--- src/hdl/tsd_pkg.sv ---
// Shared types, constants and helpers for the tar stream deframer.
// No dependencies; used by tsd_core, tsd_fifo and tar_stream_deframer_top.
`timescale 1ns / 1ps

package tsd_pkg;

  // archive geometry
  localparam int unsigned BLOCK_BYTES = 512;
  localparam int unsigned HDR_CNT_W   = $clog2(BLOCK_BYTES);
  localparam int unsigned SIZE_OFFSET = 124;
  localparam int unsigned SIZE_DIGITS = 11;
  localparam int unsigned OCT_W       = 3;
  localparam int unsigned SIZE_W      = SIZE_DIGITS * OCT_W;
  localparam int unsigned PAD_W       = SIZE_W + 1;

  // field widths
  localparam int unsigned CMD_W  = 3;
  localparam int unsigned BYTE_W = 8;
  localparam int unsigned KIND_W = 3;
  localparam int unsigned ERR_W  = 2;

  // result queue
  localparam int unsigned FIFO_DEPTH = 4;
  localparam int unsigned FIFO_PTR_W = $clog2(FIFO_DEPTH);
  localparam int unsigned FIFO_CNT_W = $clog2(FIFO_DEPTH + 1);

  // ascii octal digits
  localparam logic [BYTE_W-1:0] CHAR_ZERO  = 8'h30;
  localparam logic [BYTE_W-1:0] CHAR_SEVEN = 8'h37;

  typedef enum logic [CMD_W-1:0] {
    CMD_DATA    = 3'd0,
    CMD_EXTRACT = 3'd1,
    CMD_RECEIVE = 3'd2,
    CMD_SKIP    = 3'd3,
    CMD_CONT    = 3'd4
  } cmd_e;

  typedef enum logic [KIND_W-1:0] {
    KIND_START   = 3'd0,
    KIND_RECV    = 3'd1,
    KIND_EXTR    = 3'd2,
    KIND_FEND    = 3'd3,
    KIND_AEND    = 3'd4,
    KIND_ERROR   = 3'd5,
    KIND_REFUSED = 3'd6
  } kind_e;

  typedef enum logic [ERR_W-1:0] {
    ERR_NONE  = 2'd0,
    ERR_NAME  = 2'd1,
    ERR_SIZE  = 2'd2,
    ERR_STATE = 2'd3
  } err_e;

  typedef struct packed {
    kind_e             kind;
    logic [BYTE_W-1:0] payload;
    logic [SIZE_W-1:0] file_size;
    err_e              error_code;
    logic              last;
  } res_t;

  // results produced by one accepted item, slot 0 first
  typedef struct packed {
    logic [1:0] n;
    res_t       r0;
    res_t       r1;
  } core_out_t;

  function automatic res_t mk_res(kind_e k, logic [BYTE_W-1:0] p,
                                  logic [SIZE_W-1:0] s, err_e e);
    res_t r;
    r.kind       = k;
    r.payload    = p;
    r.file_size  = s;
    r.error_code = e;
    r.last       = 1'b0;
    return r;
  endfunction

endpackage

--- src/hdl/tar_stream_deframer_top.sv ---
// Top level of the tar stream deframer: parser core plus result queue.
// Depends on tsd_pkg, tsd_core and tsd_fifo.
`timescale 1ns / 1ps

// Usage
// - input channel: in_valid_i / in_stall_o carry cmd_i and data_byte_i; a data
//   byte or a decision/continue command moves in each transfer
// - output channel: out_valid_o / out_stall_i carry kind_o, payload_o,
//   file_size_o, error_code_o and last_o; last_o marks the final result of
//   the input item that caused it
// - an accepted item updates the parser state and its results are registered
//   into the result queue, behind any results already waiting
// - throughput is one item per cycle while in_stall_o is low; the final padded
//   byte of a file can cause two results (byte and file end), which leave in turn
// - results go through a four-entry queue; in_stall_o rises while the queue
//   holds three or more results, so a stalled receiver backs up the input
//   once three or four results are waiting
// - reset clears the parser to header collection and empties the queue
// - after an archive end or a header error the block keeps answering every
//   item with one refused or error result until the next reset
module tar_stream_deframer_top (
  input  logic                        clk_i,
  input  logic                        rst_ni,
  input  logic                        in_valid_i,
  output logic                        in_stall_o,
  input  logic [tsd_pkg::CMD_W-1:0]   cmd_i,
  input  logic [tsd_pkg::BYTE_W-1:0]  data_byte_i,
  output logic                        out_valid_o,
  input  logic                        out_stall_i,
  output logic [tsd_pkg::KIND_W-1:0]  kind_o,
  output logic [tsd_pkg::BYTE_W-1:0]  payload_o,
  output logic [tsd_pkg::SIZE_W-1:0]  file_size_o,
  output logic [tsd_pkg::ERR_W-1:0]   error_code_o,
  output logic                        last_o
);

  localparam logic [tsd_pkg::FIFO_CNT_W-1:0] StallLevel =
    tsd_pkg::FIFO_CNT_W'(tsd_pkg::FIFO_DEPTH - 1);

  logic                             in_xfer;
  logic                             out_xfer;
  tsd_pkg::core_out_t               core_out;
  tsd_pkg::res_t                    head;
  logic [tsd_pkg::FIFO_CNT_W-1:0]   fill;

  // handshakes
  assign in_stall_o = (fill >= StallLevel);
  assign in_xfer    = in_valid_i & ~in_stall_o;
  assign out_xfer   = out_valid_o & ~out_stall_i;

  // parser
  tsd_core u_core (
    .clk_i       (clk_i),
    .rst_ni      (rst_ni),
    .accept_i    (in_xfer),
    .cmd_i       (cmd_i),
    .data_byte_i (data_byte_i),
    .out_o       (core_out)
  );

  // result queue
  tsd_fifo u_fifo (
    .clk_i   (clk_i),
    .rst_ni  (rst_ni),
    .push_i  (core_out),
    .pop_i   (out_xfer),
    .valid_o (out_valid_o),
    .head_o  (head),
    .count_o (fill)
  );

  // output fields
  assign kind_o       = head.kind;
  assign payload_o    = head.payload;
  assign file_size_o  = head.file_size;
  assign error_code_o = head.error_code;
  assign last_o       = head.last;

  // checks
  a_two_results: assert property (@(posedge clk_i) disable iff (!rst_ni)
    core_out.n == 2'd2 |-> !core_out.r0.last && core_out.r1.last &&
                           core_out.r1.kind == tsd_pkg::KIND_FEND)
    else $error("two results without trailing file end");

  a_no_overflow: assert property (@(posedge clk_i) disable iff (!rst_ni)
    fill <= tsd_pkg::FIFO_CNT_W'(tsd_pkg::FIFO_DEPTH))
    else $error("result queue overflow");

  a_refused_code: assert property (@(posedge clk_i) disable iff (!rst_ni)
    out_valid_o && kind_o == tsd_pkg::KIND_REFUSED |->
      error_code_o == tsd_pkg::ERR_STATE && last_o)
    else $error("refused result with wrong code");

  a_start_size: assert property (@(posedge clk_i) disable iff (!rst_ni)
    out_valid_o && kind_o == tsd_pkg::KIND_START |->
      file_size_o != '0 && error_code_o == tsd_pkg::ERR_NONE)
    else $error("file start without size");

endmodule

--- src/hdl/tsd_core.sv ---
// Deframer state machine: header collection, size parsing, payload passing.
// Depends on tsd_pkg; produces up to two results per accepted item.
`timescale 1ns / 1ps

module tsd_core (
  input  logic                       clk_i,
  input  logic                       rst_ni,
  input  logic                       accept_i,
  input  logic [tsd_pkg::CMD_W-1:0]  cmd_i,
  input  logic [tsd_pkg::BYTE_W-1:0] data_byte_i,
  output tsd_pkg::core_out_t         out_o
);

  typedef enum logic [2:0] {
    PH_HEADER,
    PH_DECIDE,
    PH_EXTRACT,
    PH_RECEIVE,
    PH_SKIP,
    PH_CONTINUE,
    PH_HALTED,
    PH_ENDED
  } phase_e;

  localparam logic [tsd_pkg::HDR_CNT_W-1:0] HdrLast =
    tsd_pkg::HDR_CNT_W'(tsd_pkg::BLOCK_BYTES - 1);
  localparam logic [tsd_pkg::HDR_CNT_W-1:0] SizeFirst =
    tsd_pkg::HDR_CNT_W'(tsd_pkg::SIZE_OFFSET);
  localparam logic [tsd_pkg::HDR_CNT_W-1:0] SizeEnd =
    tsd_pkg::HDR_CNT_W'(tsd_pkg::SIZE_OFFSET + tsd_pkg::SIZE_DIGITS);
  localparam int unsigned BlkHiW = tsd_pkg::SIZE_W - tsd_pkg::HDR_CNT_W;

  phase_e                           phase_q, phase_d;
  logic [tsd_pkg::HDR_CNT_W-1:0]    hdr_cnt_q, hdr_cnt_d;
  logic                             all_zero_q, all_zero_d;
  logic                             name_empty_q, name_empty_d;
  logic [tsd_pkg::SIZE_W-1:0]       size_acc_q, size_acc_d;
  logic                             size_bad_q, size_bad_d;
  logic [tsd_pkg::PAD_W-1:0]        pad_rem_q, pad_rem_d;
  logic [tsd_pkg::SIZE_W-1:0]       file_rem_q, file_rem_d;

  // header byte update terms
  logic                             in_size;
  logic                             digit_ok;
  logic [tsd_pkg::SIZE_W-1:0]       acc_nx;
  logic                             az_nx, ne_nx, bad_nx;
  logic [tsd_pkg::PAD_W-1:0]        padded;
  logic [tsd_pkg::PAD_W-1:0]        pad_dec;
  logic                             byte_emit, fend_emit;
  tsd_pkg::res_t                    byte_res;

  assign in_size  = (hdr_cnt_q >= SizeFirst) && (hdr_cnt_q < SizeEnd);
  assign digit_ok = (data_byte_i >= tsd_pkg::CHAR_ZERO) &&
                    (data_byte_i <= tsd_pkg::CHAR_SEVEN);
  assign acc_nx   = (in_size && digit_ok) ?
                    {size_acc_q[tsd_pkg::SIZE_W-tsd_pkg::OCT_W-1:0],
                     data_byte_i[tsd_pkg::OCT_W-1:0]} : size_acc_q;
  assign bad_nx   = size_bad_q | (in_size & ~digit_ok);
  assign az_nx    = all_zero_q & (data_byte_i == '0);
  assign ne_nx    = (hdr_cnt_q == '0) ? (data_byte_i == '0) : name_empty_q;

  // size rounded up to a whole block
  assign padded = {{1'b0, acc_nx[tsd_pkg::SIZE_W-1:tsd_pkg::HDR_CNT_W]}
                   + (BlkHiW + 1)'(acc_nx[tsd_pkg::HDR_CNT_W-1:0] != '0),
                   tsd_pkg::HDR_CNT_W'(0)};
  assign pad_dec = (pad_rem_q != '0) ? pad_rem_q - 1'b1 : pad_rem_q;

  // next state and results
  always_comb begin
    phase_d      = phase_q;
    hdr_cnt_d    = hdr_cnt_q;
    all_zero_d   = all_zero_q;
    name_empty_d = name_empty_q;
    size_acc_d   = size_acc_q;
    size_bad_d   = size_bad_q;
    pad_rem_d    = pad_rem_q;
    file_rem_d   = file_rem_q;
    byte_emit    = 1'b0;
    fend_emit    = 1'b0;
    byte_res     = tsd_pkg::mk_res(tsd_pkg::KIND_RECV, data_byte_i, '0,
                                   tsd_pkg::ERR_NONE);
    out_o.n      = 2'd0;
    out_o.r0     = tsd_pkg::mk_res(tsd_pkg::KIND_REFUSED, '0, '0, tsd_pkg::ERR_STATE);
    out_o.r1     = tsd_pkg::mk_res(tsd_pkg::KIND_FEND, '0, '0, tsd_pkg::ERR_NONE);

    if (accept_i) begin
      priority if (phase_q == PH_HALTED) begin
        out_o.n  = 2'd1;
        out_o.r0 = tsd_pkg::mk_res(tsd_pkg::KIND_ERROR, '0, '0,
                                   name_empty_q ? tsd_pkg::ERR_NAME : tsd_pkg::ERR_SIZE);
      end else if (phase_q == PH_ENDED) begin
        out_o.n = 2'd1;
      end else begin
        unique case (tsd_pkg::cmd_e'(cmd_i))
          tsd_pkg::CMD_DATA: begin
            if (phase_q == PH_HEADER) begin
              all_zero_d   = az_nx;
              name_empty_d = ne_nx;
              size_acc_d   = acc_nx;
              size_bad_d   = bad_nx;
              if (hdr_cnt_q != HdrLast) begin
                hdr_cnt_d = hdr_cnt_q + 1'b1;
              end else begin
                hdr_cnt_d = '0;
                out_o.n   = 2'd1;
                priority if (az_nx) begin
                  phase_d  = PH_ENDED;
                  out_o.r0 = tsd_pkg::mk_res(tsd_pkg::KIND_AEND, '0, '0,
                                             tsd_pkg::ERR_NONE);
                end else if (ne_nx) begin
                  phase_d  = PH_HALTED;
                  out_o.r0 = tsd_pkg::mk_res(tsd_pkg::KIND_ERROR, '0, '0,
                                             tsd_pkg::ERR_NAME);
                end else if (bad_nx || acc_nx == '0) begin
                  phase_d  = PH_HALTED;
                  out_o.r0 = tsd_pkg::mk_res(tsd_pkg::KIND_ERROR, '0, '0,
                                             tsd_pkg::ERR_SIZE);
                end else begin
                  phase_d    = PH_DECIDE;
                  file_rem_d = acc_nx;
                  pad_rem_d  = padded;
                  out_o.r0   = tsd_pkg::mk_res(tsd_pkg::KIND_START, '0, acc_nx,
                                               tsd_pkg::ERR_NONE);
                end
              end
            end else if (phase_q == PH_EXTRACT || phase_q == PH_RECEIVE ||
                         phase_q == PH_SKIP) begin
              if (file_rem_q != '0) begin
                file_rem_d = file_rem_q - 1'b1;
                byte_emit  = (phase_q != PH_SKIP);
                if (phase_q == PH_EXTRACT) begin
                  byte_res.kind = tsd_pkg::KIND_EXTR;
                end
              end
              pad_rem_d = pad_dec;
              if (pad_dec == '0) begin
                phase_d   = PH_CONTINUE;
                fend_emit = 1'b1;
              end
              // pack byte and file end into the result slots
              if (byte_emit) begin
                out_o.r0 = byte_res;
                out_o.n  = fend_emit ? 2'd2 : 2'd1;
              end else if (fend_emit) begin
                out_o.r0 = out_o.r1;
                out_o.n  = 2'd1;
              end
            end else begin
              out_o.n = 2'd1;
            end
          end
          tsd_pkg::CMD_EXTRACT, tsd_pkg::CMD_RECEIVE, tsd_pkg::CMD_SKIP: begin
            if (phase_q == PH_DECIDE) begin
              unique case (tsd_pkg::cmd_e'(cmd_i))
                tsd_pkg::CMD_EXTRACT: phase_d = PH_EXTRACT;
                tsd_pkg::CMD_RECEIVE: phase_d = PH_RECEIVE;
                default:              phase_d = PH_SKIP;
              endcase
            end else begin
              out_o.n = 2'd1;
            end
          end
          tsd_pkg::CMD_CONT: begin
            if (phase_q == PH_CONTINUE) begin
              phase_d      = PH_HEADER;
              hdr_cnt_d    = '0;
              all_zero_d   = 1'b1;
              name_empty_d = 1'b0;
              size_acc_d   = '0;
              size_bad_d   = 1'b0;
            end else begin
              out_o.n = 2'd1;
            end
          end
          default: begin
            out_o.n = 2'd1;
          end
        endcase
      end
    end

    // mark the final result of this item
    if (out_o.n == 2'd1) begin
      out_o.r0.last = 1'b1;
    end
    if (out_o.n == 2'd2) begin
      out_o.r1.last = 1'b1;
    end
  end

  // state registers
  always_ff @(posedge clk_i or negedge rst_ni) begin
    if (!rst_ni) begin
      phase_q      <= PH_HEADER;
      hdr_cnt_q    <= '0;
      all_zero_q   <= 1'b1;
      name_empty_q <= 1'b0;
      size_acc_q   <= '0;
      size_bad_q   <= 1'b0;
      pad_rem_q    <= '0;
      file_rem_q   <= '0;
    end else begin
      phase_q      <= phase_d;
      hdr_cnt_q    <= hdr_cnt_d;
      all_zero_q   <= all_zero_d;
      name_empty_q <= name_empty_d;
      size_acc_q   <= size_acc_d;
      size_bad_q   <= size_bad_d;
      pad_rem_q    <= pad_rem_d;
      file_rem_q   <= file_rem_d;
    end
  end

endmodule

--- src/hdl/tsd_fifo.sv ---
// Result queue: takes up to two results per cycle, hands out one per transfer.
// Depends on tsd_pkg for the result type and queue depth.
`timescale 1ns / 1ps

module tsd_fifo (
  input  logic                          clk_i,
  input  logic                          rst_ni,
  input  tsd_pkg::core_out_t            push_i,
  input  logic                          pop_i,
  output logic                          valid_o,
  output tsd_pkg::res_t                 head_o,
  output logic [tsd_pkg::FIFO_CNT_W-1:0] count_o
);

  tsd_pkg::res_t                    mem_q [tsd_pkg::FIFO_DEPTH];
  logic [tsd_pkg::FIFO_PTR_W-1:0]   wr_q, rd_q;
  logic [tsd_pkg::FIFO_CNT_W-1:0]   cnt_q;
  logic [tsd_pkg::FIFO_PTR_W-1:0]   wr_nx;

  assign wr_nx   = wr_q + 1'b1;
  assign valid_o = (cnt_q != '0);
  assign head_o  = mem_q[rd_q];
  assign count_o = cnt_q;

  // entry storage
  always_ff @(posedge clk_i) begin
    if (push_i.n != 2'd0) begin
      mem_q[wr_q] <= push_i.r0;
    end
    if (push_i.n == 2'd2) begin
      mem_q[wr_nx] <= push_i.r1;
    end
  end

  // pointers and fill count
  always_ff @(posedge clk_i or negedge rst_ni) begin
    if (!rst_ni) begin
      wr_q  <= '0;
      rd_q  <= '0;
      cnt_q <= '0;
    end else begin
      wr_q  <= wr_q + tsd_pkg::FIFO_PTR_W'(push_i.n);
      rd_q  <= rd_q + tsd_pkg::FIFO_PTR_W'(pop_i);
      cnt_q <= cnt_q + tsd_pkg::FIFO_CNT_W'(push_i.n) - tsd_pkg::FIFO_CNT_W'(pop_i);
    end
  end

endmodule

--- config.mk ---
export PLATFORM = sky130hd
export DESIGN_NAME = tar_stream_deframer_top
export DESIGN_NICKNAME = d
export VERILOG_FILES = /design/src/hdl/tsd_pkg.sv /design/src/hdl/tar_stream_deframer_top.sv /design/src/hdl/tsd_core.sv /design/src/hdl/tsd_fifo.sv
export SDC_FILE = /design/constraint.sdc
export NUM_CORES = 1
export LEC_CHECK = 0
export ABC_AREA = 1
export BUFFER_PORTS_ARGS = -buffer_cell sky130_fd_sc_hd__buf_4
export CAP_MARGIN = 5
export CORE_ASPECT_RATIO = 1.1
export CORE_MARGIN = 4
export CORE_UTILIZATION = 58
export DETAILED_ROUTE_END_ITERATION = 16
export GPL_TIMING_DRIVEN = 0
export HOLD_SLACK_MARGIN = 0.15
export PLACE_DENSITY = 0.75
export SYNTH_ARGS = -nofsm -noshare
export SYNTH_HDL_FRONTEND = slang
export SYNTH_SLANG_ARGS = --single-unit
export TNS_END_PERCENT = 20
--- constraint.sdc ---
create_clock -name clk_i -period 6.97 [get_ports clk_i]
set_clock_uncertainty 0.2 [all_clocks]
set_input_delay 1.0455 -clock clk_i [delete_from_list [all_inputs] [get_ports clk_i]]
set_output_delay 1.0455 -clock clk_i [all_outputs]
set_load 0.02 [all_outputs]
==> results of run 1 <==
-- how the worst min path moves through the flow --
stage                                      from                               end  slack [ps]  depth (start not counted)
2_1_floorplan  u_fifo.mem_q[1][44]$_SDFFE_PP1P_  u_fifo.mem_q[1][44]$_SDFFE_PP1P_         240                          2
3_3_place_gp   u_fifo.mem_q[1][44]$_SDFFE_PP1P_  u_fifo.mem_q[1][44]$_SDFFE_PP1P_         250                          2
3_5_place_dp   u_fifo.mem_q[1][44]$_SDFFE_PP1P_  u_fifo.mem_q[1][44]$_SDFFE_PP1P_         250                          2
4_1_cts                                  rst_ni  u_core.pad_rem_q[29]$_DFFE_PN0P_         190                          1
5_1_grt                                  rst_ni  u_core.pad_rem_q[22]$_DFFE_PN0P_         200                          1
6_report                                 rst_ni  u_core.pad_rem_q[29]$_DFFE_PN0P_         190                          1
-- state kept, by name, indices dropped and copies added (netlist names) --
register and count:
u_core.hdr_cnt_q 9, u_core.name_empty_q 1, u_core.all_zero_q 1, u_core.pad_rem_q 34, u_fifo.mem_q 188, u_fifo.count_o 3
u_core.phase_q 3, u_fifo.rd_q 2, u_fifo.wr_q 2, u_core.size_bad_q 1, u_core.size_acc_q 33, u_core.file_rem_q 33
-- worst register-to-register path, cell delays in order (launching register included) --
cell	delay, ps
dfrtp_1	400
inv_1	140
ha_1	300
nand2_1	160
nor3_1	500
inv_1	80
nor2_1	100
nand4_1	190
nand4_1	140
nand2_1	100
nor2_1	160
nand2_1	80
nor4_1	290
nand3_1	130
nor4_1	860
ha_1	390
nor2_1	110
nor3_1	50
nor3_1	270
nor2_1	170
nor2_2	280
inv_1	110
nand2_1	280
buf_2	300
buf_2	290
o21ai_0	100
-- layout by cell type (no fill, tap or decap), drive strengths merged, types with 41 or more instances in the layout --
cell / synthesis / layout
dfrtp: 121 / 121
buf: 65 / 129
inv: 202 / 203
nand2: 393 / 393
o22ai: 87 / 87
nand3: 278 / 278
xor2: 41 / 41
clkbuf: 73 / 122
nor2: 328 / 328
o21ai: 339 / 339
dfxtp: 184 / 184
a21oi: 51 / 51
-- final cells by class --
| type | count | share of cell area (%) |
|---|---|---|
| inverters | 203 | 4.04 |
| clock buffers | 49 | 5.20 |
| plain buffers | 138 | 3.52 |
| flip-flops and latches | 310 | 36.4 |
| repair buffers | 64 | 2.68 |
| multi-input cells | 1672 | 44.7 |
| well taps | 363 | 2.41 |
| clock inverters | 13 | 1.08 |
-- power by group --
part	leakage, nW	total, mW	switching, mW	internal, mW
Sequential	2.81	1.91	0.0452	1.86
Combinational	4.73	1.68	1.13	0.555
Clock	0.572	1.92	0.777	1.14
-- metrics by stage --
stage	setup WS [ps]	instances	area [um^2]	power (mW)	hold WS, ps
2_1_floorplan	2660	2323	16700	2.93	237
3_3_place_gp	707	2749	17600	3.57	249
3_5_place_dp	739	2750	17700	3.59	253
4_1_cts	675	2812	18800	5.50	190
5_1_grt	191	2812	18800	5.73	203
6_report	509	2812	18800	5.51	193
-- kinds of logic (layout without fill, tap and decap cells) --
kind of cell,count (synthesis),count (layout),synth area share [%]
simple gates,1074,1074,28.5
mux,10,10,0.674
flops,310,310,41.0
compound gates,524,524,17.5
buf+inv,341,467,8.54
xor+xnor,49,49,2.57
fa+ha+maj,15,15,1.17
-- metal layers --
layer,global-route usage (%),up-vias,wire length (um),share of wire [%]
met4,15.4,0,2550,4.5
met2,58.5,976,26600,47
met3,4.04,199,4840,8.5
li1,-,8016,-,-
met5,0,-,0,0
met1,47.4,8165,23100,40
==> flow_metrics.tcl, run 1 <==
set metrics [dict create \
    status "finished, final reports clean" \
    insertedDiodeCount 0 \
    grt_max_degree 92 \
    synth_cells 2323 \
    cts_root_buf "clkbuf_16" \
    dieArea_um2 31600 \
    netlist.area_leader.share_pct 22.0 \
    drt_iter0_drc 2127 \
    drive_gt1_share_pct 10.2 \
    fin_util_pct 67.1 \
    path_class "flip-flop to flip-flop" \
    worstSetupEndpoint "u_fifo.mem_q[0][0]$_DFFE_PP_" \
    die_x_um 170 \
    drv_cap 0 \
    rsz0062_at_grt "no" \
    detail_route.wirelength_um 57100 \
    hold_violations 0 \
    multi_input_area_um2 8420 \
    layout.nets 2454 \
    rrSetupSlack_ps 510 \
    post-route-period-util_pct 92.7 \
    cts_sinks 310 \
    max_slew.worst_pin.slew_ps 1220 \
    start_util_pct 59.4 \
    hpwl_um 42100 \
    ys.flop_type "dfxtp_1" \
    cts_buffer_depth 3 \
    ys_top_cells_by_count "371 x nand2_1, 312 x nor2_1, 274 x nand3_1" \
    critical-path-max-stage-delay_ps 860 \
    seq_area_frac_synth_pct 41.0 \
    vias 17400 \
    r2r_start "u_core.pad_rem_q[0]$_DFFE_PN0P_" \
    path_clk_slew_ps 60 \
    ff_latch_area_um2 6860 \
    io_pins 64 \
    cts_max_level 2 \
    drtAntennaViolNets 0 \
    crit_required_ps 7030 \
    drt-pass1-iter-count 8 \
    cp-start-kind "flip-flop" \
    vias_per_cell 6.17 \
    ys_async_sr_fraction_pct 39.4 \
    fp-row-count 64 \
    grt_first_pass_wirelength_um 88800 \
    power.leakage_nw 8.11 \
    ys_types 66 \
    first_global_vias 16400 \
    numCtsBuffers 35 \
    fillers 2496 \
    worstSetupPathDepth 25 \
    crit_path_max_fanout 10 \
    final-setup-viol-count 0 \
    yosys-top-cells-area "dfxtp_1 22%, dfrtp_1 18%, nand2_1 8.3%" \
    cts_resized 0 \
    synth.most_common_cell "nand2_1" \
    cts_tree "done" \
    synth_largest_area_cell "dfxtp_1" \
    r2r_cells 25 \
    area_delta_synth_final_pct 12.8 \
    synth-seq-cells 310 \
    grt_usage_pct 35.5 \
    post_cts_buffers 0 \
    fp.dieH_um 186 \
    wl_per_cell_um 20.3 \
    relSlewSlack_pct 17.7 \
    slew_viol_final 0 \
    clk_latency_ps 540 \
    gp_congestion 1.00 \
    period_minus_slack_ps 6460 \
    cp_top_family "simple AND/OR/NAND/NOR gates" \
    worstPathArrival_ps 6520 \
    cts_hold_buf 0 \
    syn-cell-area_um2 16700 \
    core_um2 28100 \
    end_kind "flip-flop" \
    synth_edf_count 4 \
    syn_nets 2353 \
    startpoint "u_core.pad_rem_q[0]$_DFFE_PN0P_" \
    syn_avg_cell_area_um2 7.19 \
    io_buffers 63 \
    worst_path_max_delay_cell "nor4_1" \
    cp_num_buf_inv 5 \
    yosysWarningCount 0 \
    worstReg2RegEnd "u_fifo.mem_q[0][0]$_DFFE_PP_" \
    power.density_nw_per_um2 292 \
    drc_errors 0 \
    ir_worst_vdd_v 0.000326 \
    grt-ovfl-total 0 \
    hold_class "input pin to async pin" \
    fmax_mhz 155 \
    finalSetupTns_ps 0 \
    antenna_found_initial 0 \
]
(Power assumes the default switching activity.)
==> run 2: changes to the inputs <==
Settings changed: CORE_ASPECT_RATIO 1.1 to default.
==> run 2 against run 1 <==
Setup slack improved by 120 ps. Critical path depth unchanged. Final cell count up 0.57%.
==> flow_metrics.tcl, run 2 (same netlist as run 1, synthesis figures left out) <==
set metrics [dict create \
    final_common_cell "nand2_1" \
    first_global_vias 16400 \
    cp-start-kind "flip-flop" \
    regMostFlops "u_fifo.mem_q" \
    layout.nets 2454 \
    drv_cap 0 \
    vias_per_cell 6.13 \
    vias 17300 \
    area_delta_synth_final_pct 13.2 \
    p_clk_share_pct 35.3 \
    post_cts_buffers 0 \
    min_to "u_fifo.mem_q[2][43]$_SDFFE_PP0P_" \
    fillers 2499 \
    fp.dieH_um 178 \
    drtAntennaViolNets 0 \
    path_class "flip-flop to flip-flop" \
    p_sw_share_pct 35.1 \
    crit_path_max_fanout 10 \
    fp-row-count 61 \
    largestRegisters "u_fifo.mem_q x188, u_core.pad_rem_q x34" \
    worstPathArrival_ps 6390 \
    numCtsBuffers 35 \
    cts_hold_buf 0 \
    fmax_mhz 158 \
    worstReg2RegEnd "u_fifo.mem_q[0][0]$_DFFE_PP_" \
    p_comb_share_pct 30.4 \
    drc_errors 0 \
    slew_viol_final 0 \
    hold_depth 2 \
    period_minus_slack_ps 6350 \
    layout.cells.non_filler 2828 \
    pwr-share-seq_pct 34.3 \
    worstHoldStart "u_fifo.mem_q[2][43]$_SDFFE_PP0P_" \
    r2r_start "u_core.pad_rem_q[0]$_DFFE_PN0P_" \
    insertedDiodeCount 0 \
    hold_class "flip-flop to flip-flop" \
    drt-pass1-iter-count 6 \
    cts_sinks 310 \
    grt_max_degree 68 \
    cts_resized 0 \
    stdcell_area_um2 18900 \
    status "finished, final reports clean" \
    gp_congestion 1.02 \
    largest_reg_flops 188 \
    end_kind "flip-flop" \
    core_um2 28100 \
    final-setup-viol-count 0 \
    drive_gt1_share_pct 10.5 \
    hold_violations 0 \
    max_slew.worst_pin.slew_ps 1380 \
    post-route-period-util_pct 91.0 \
    crit_required_ps 7010 \
    dieArea_um2 31600 \
    finalSetupTns_ps 0 \
    layout_common_cells "371 x nand2_1, 312 x nor2_1, 274 x nand3_1" \
    wl_per_cell_um 20.0 \
    rsz0062_at_grt "no" \
    drt_iter0_drc 2246 \
    place_area_um2 17700 \
    cts_tree "done" \
    io_buffers 63 \
    power.leakage_nw 8.14 \
    path_clk_slew_ps 60 \
    io_pins 64 \
    die_x_um 178 \
    detail_route.wirelength_um 56600 \
    antenna_found_initial 0 \
    start_util_pct 59.5 \
    grt_first_pass_wirelength_um 88900 \
    rrSetupSlack_ps 620 \
    cts_root_buf "clkbuf_16" \
    cts_buffer_depth 3 \
    grt-ovfl-total 0 \
    ir_worst_vdd_v 0.000202 \
    power.density_nw_per_um2 294 \
    intPower_mw 3.61 \
    clk_latency_ps 530 \
    place_inst 2765 \
    grt_usage_pct 35.4 \
    switching_power_mw 1.95 \
    r2r_cells 25 \
    relSlewSlack_pct 7.30 \
    cts_max_level 2 \
    hpwl_um 42200 \
]
-- run 2: cell count changes in the layout (fill, tap and decap cells not counted), sizes merged --
| cell | previous run | this run |
|---|---|---|
| clkbuf | 122 | 123 |
| clkinvlp | 1 | 2 |
| inv | 203 | 204 |
| clkinv | 8 | 6 |
-- run 2: cell type report --
type	instances	area [um^2]	area share, %
Buffer	138	664	3.51
Clock buffer	50	1030	5.47
Clock inverter	13	189	0.999
Inverter	203	762	4.03
Multi-Input combinational cell	1672	8420	44.6
Sequential cell	310	6860	36.3
Tap cell	378	473	2.50
Timing Repair Buffer	64	504	2.67
-- run 2: metal layers --
layer  up-vias  global-route usage, %  part of all wire [%]
met5         -                      0                     0
met4         0                   14.5                   4.3
met3       166                   5.58                   9.7
met2       948                   56.5                    45
met1      8189                   48.1                    41
li1       8019                      -                     -
-- run 2: power groups by stage --
stage	clock network (mW)	logic, mW	registers (mW)
floorplan	0	0.999	1.93
global route	2.03	1.83	1.91
finish	1.96	1.69	1.91
CTS	1.96	1.67	1.91
global placement	0	1.63	1.94
detailed placement	0	1.66	1.94
-- run 2: worst max-delay path: stages, from the launching register on --
cell and delay [ps]:
dfrtp_1 410, inv_1 140, ha_1 280, nand2_1 160, nor2_2 220, nand2_1 80
nor2_1 200, nand2_1 220, clkbuf_1 280, buf_2 260, nand2_1 100, nand4_1 90
nor3_1 160, nand3_1 100, nor4_1 750, ha_1 380, nor2_1 120, nor3_1 50
nor3_1 270, nor2_1 160, nor2_2 260, inv_1 100, nand2_1 320, buf_2 330
buf_2 300, o21ai_0 110
-- run 2: through the flow --
stage / total power [mW] / setup slack, ps / util, % / hold slack (ps)
floorplan: 2.93 / 2660 / - / 237
global placement: 3.57 / 793 / 62.9 / 251
detailed placement: 3.60 / 650 / 63.0 / 256
CTS: 5.54 / 613 / 67.3 / 271
global route: 5.77 / 79.7 / 67.3 / 293
finish: 5.56 / 624 / 67.3 / 270
-- run 2: how the worst max path moves through the flow --
| stage | from | slack, ps | to |
|---|---|---|---|
| after floorplan | u_core.pad_rem_q[0]$_DFFE_PN0P_ | 2660 | u_fifo.mem_q[0][0]$_DFFE_PP_ |
| after global placement | u_core.pad_rem_q[0]$_DFFE_PN0P_ | 790 | u_fifo.mem_q[0][0]$_DFFE_PP_ |
| after detailed placement | u_core.pad_rem_q[0]$_DFFE_PN0P_ | 650 | u_fifo.mem_q[0][0]$_DFFE_PP_ |
| after CTS | u_core.pad_rem_q[0]$_DFFE_PN0P_ | 610 | u_fifo.mem_q[0][0]$_DFFE_PP_ |
| after global routing | u_core.pad_rem_q[0]$_DFFE_PN0P_ | 80 | u_fifo.mem_q[0][0]$_DFFE_PP_ |
| final | u_core.pad_rem_q[0]$_DFFE_PN0P_ | 620 | u_fifo.mem_q[0][0]$_DFFE_PP_ |
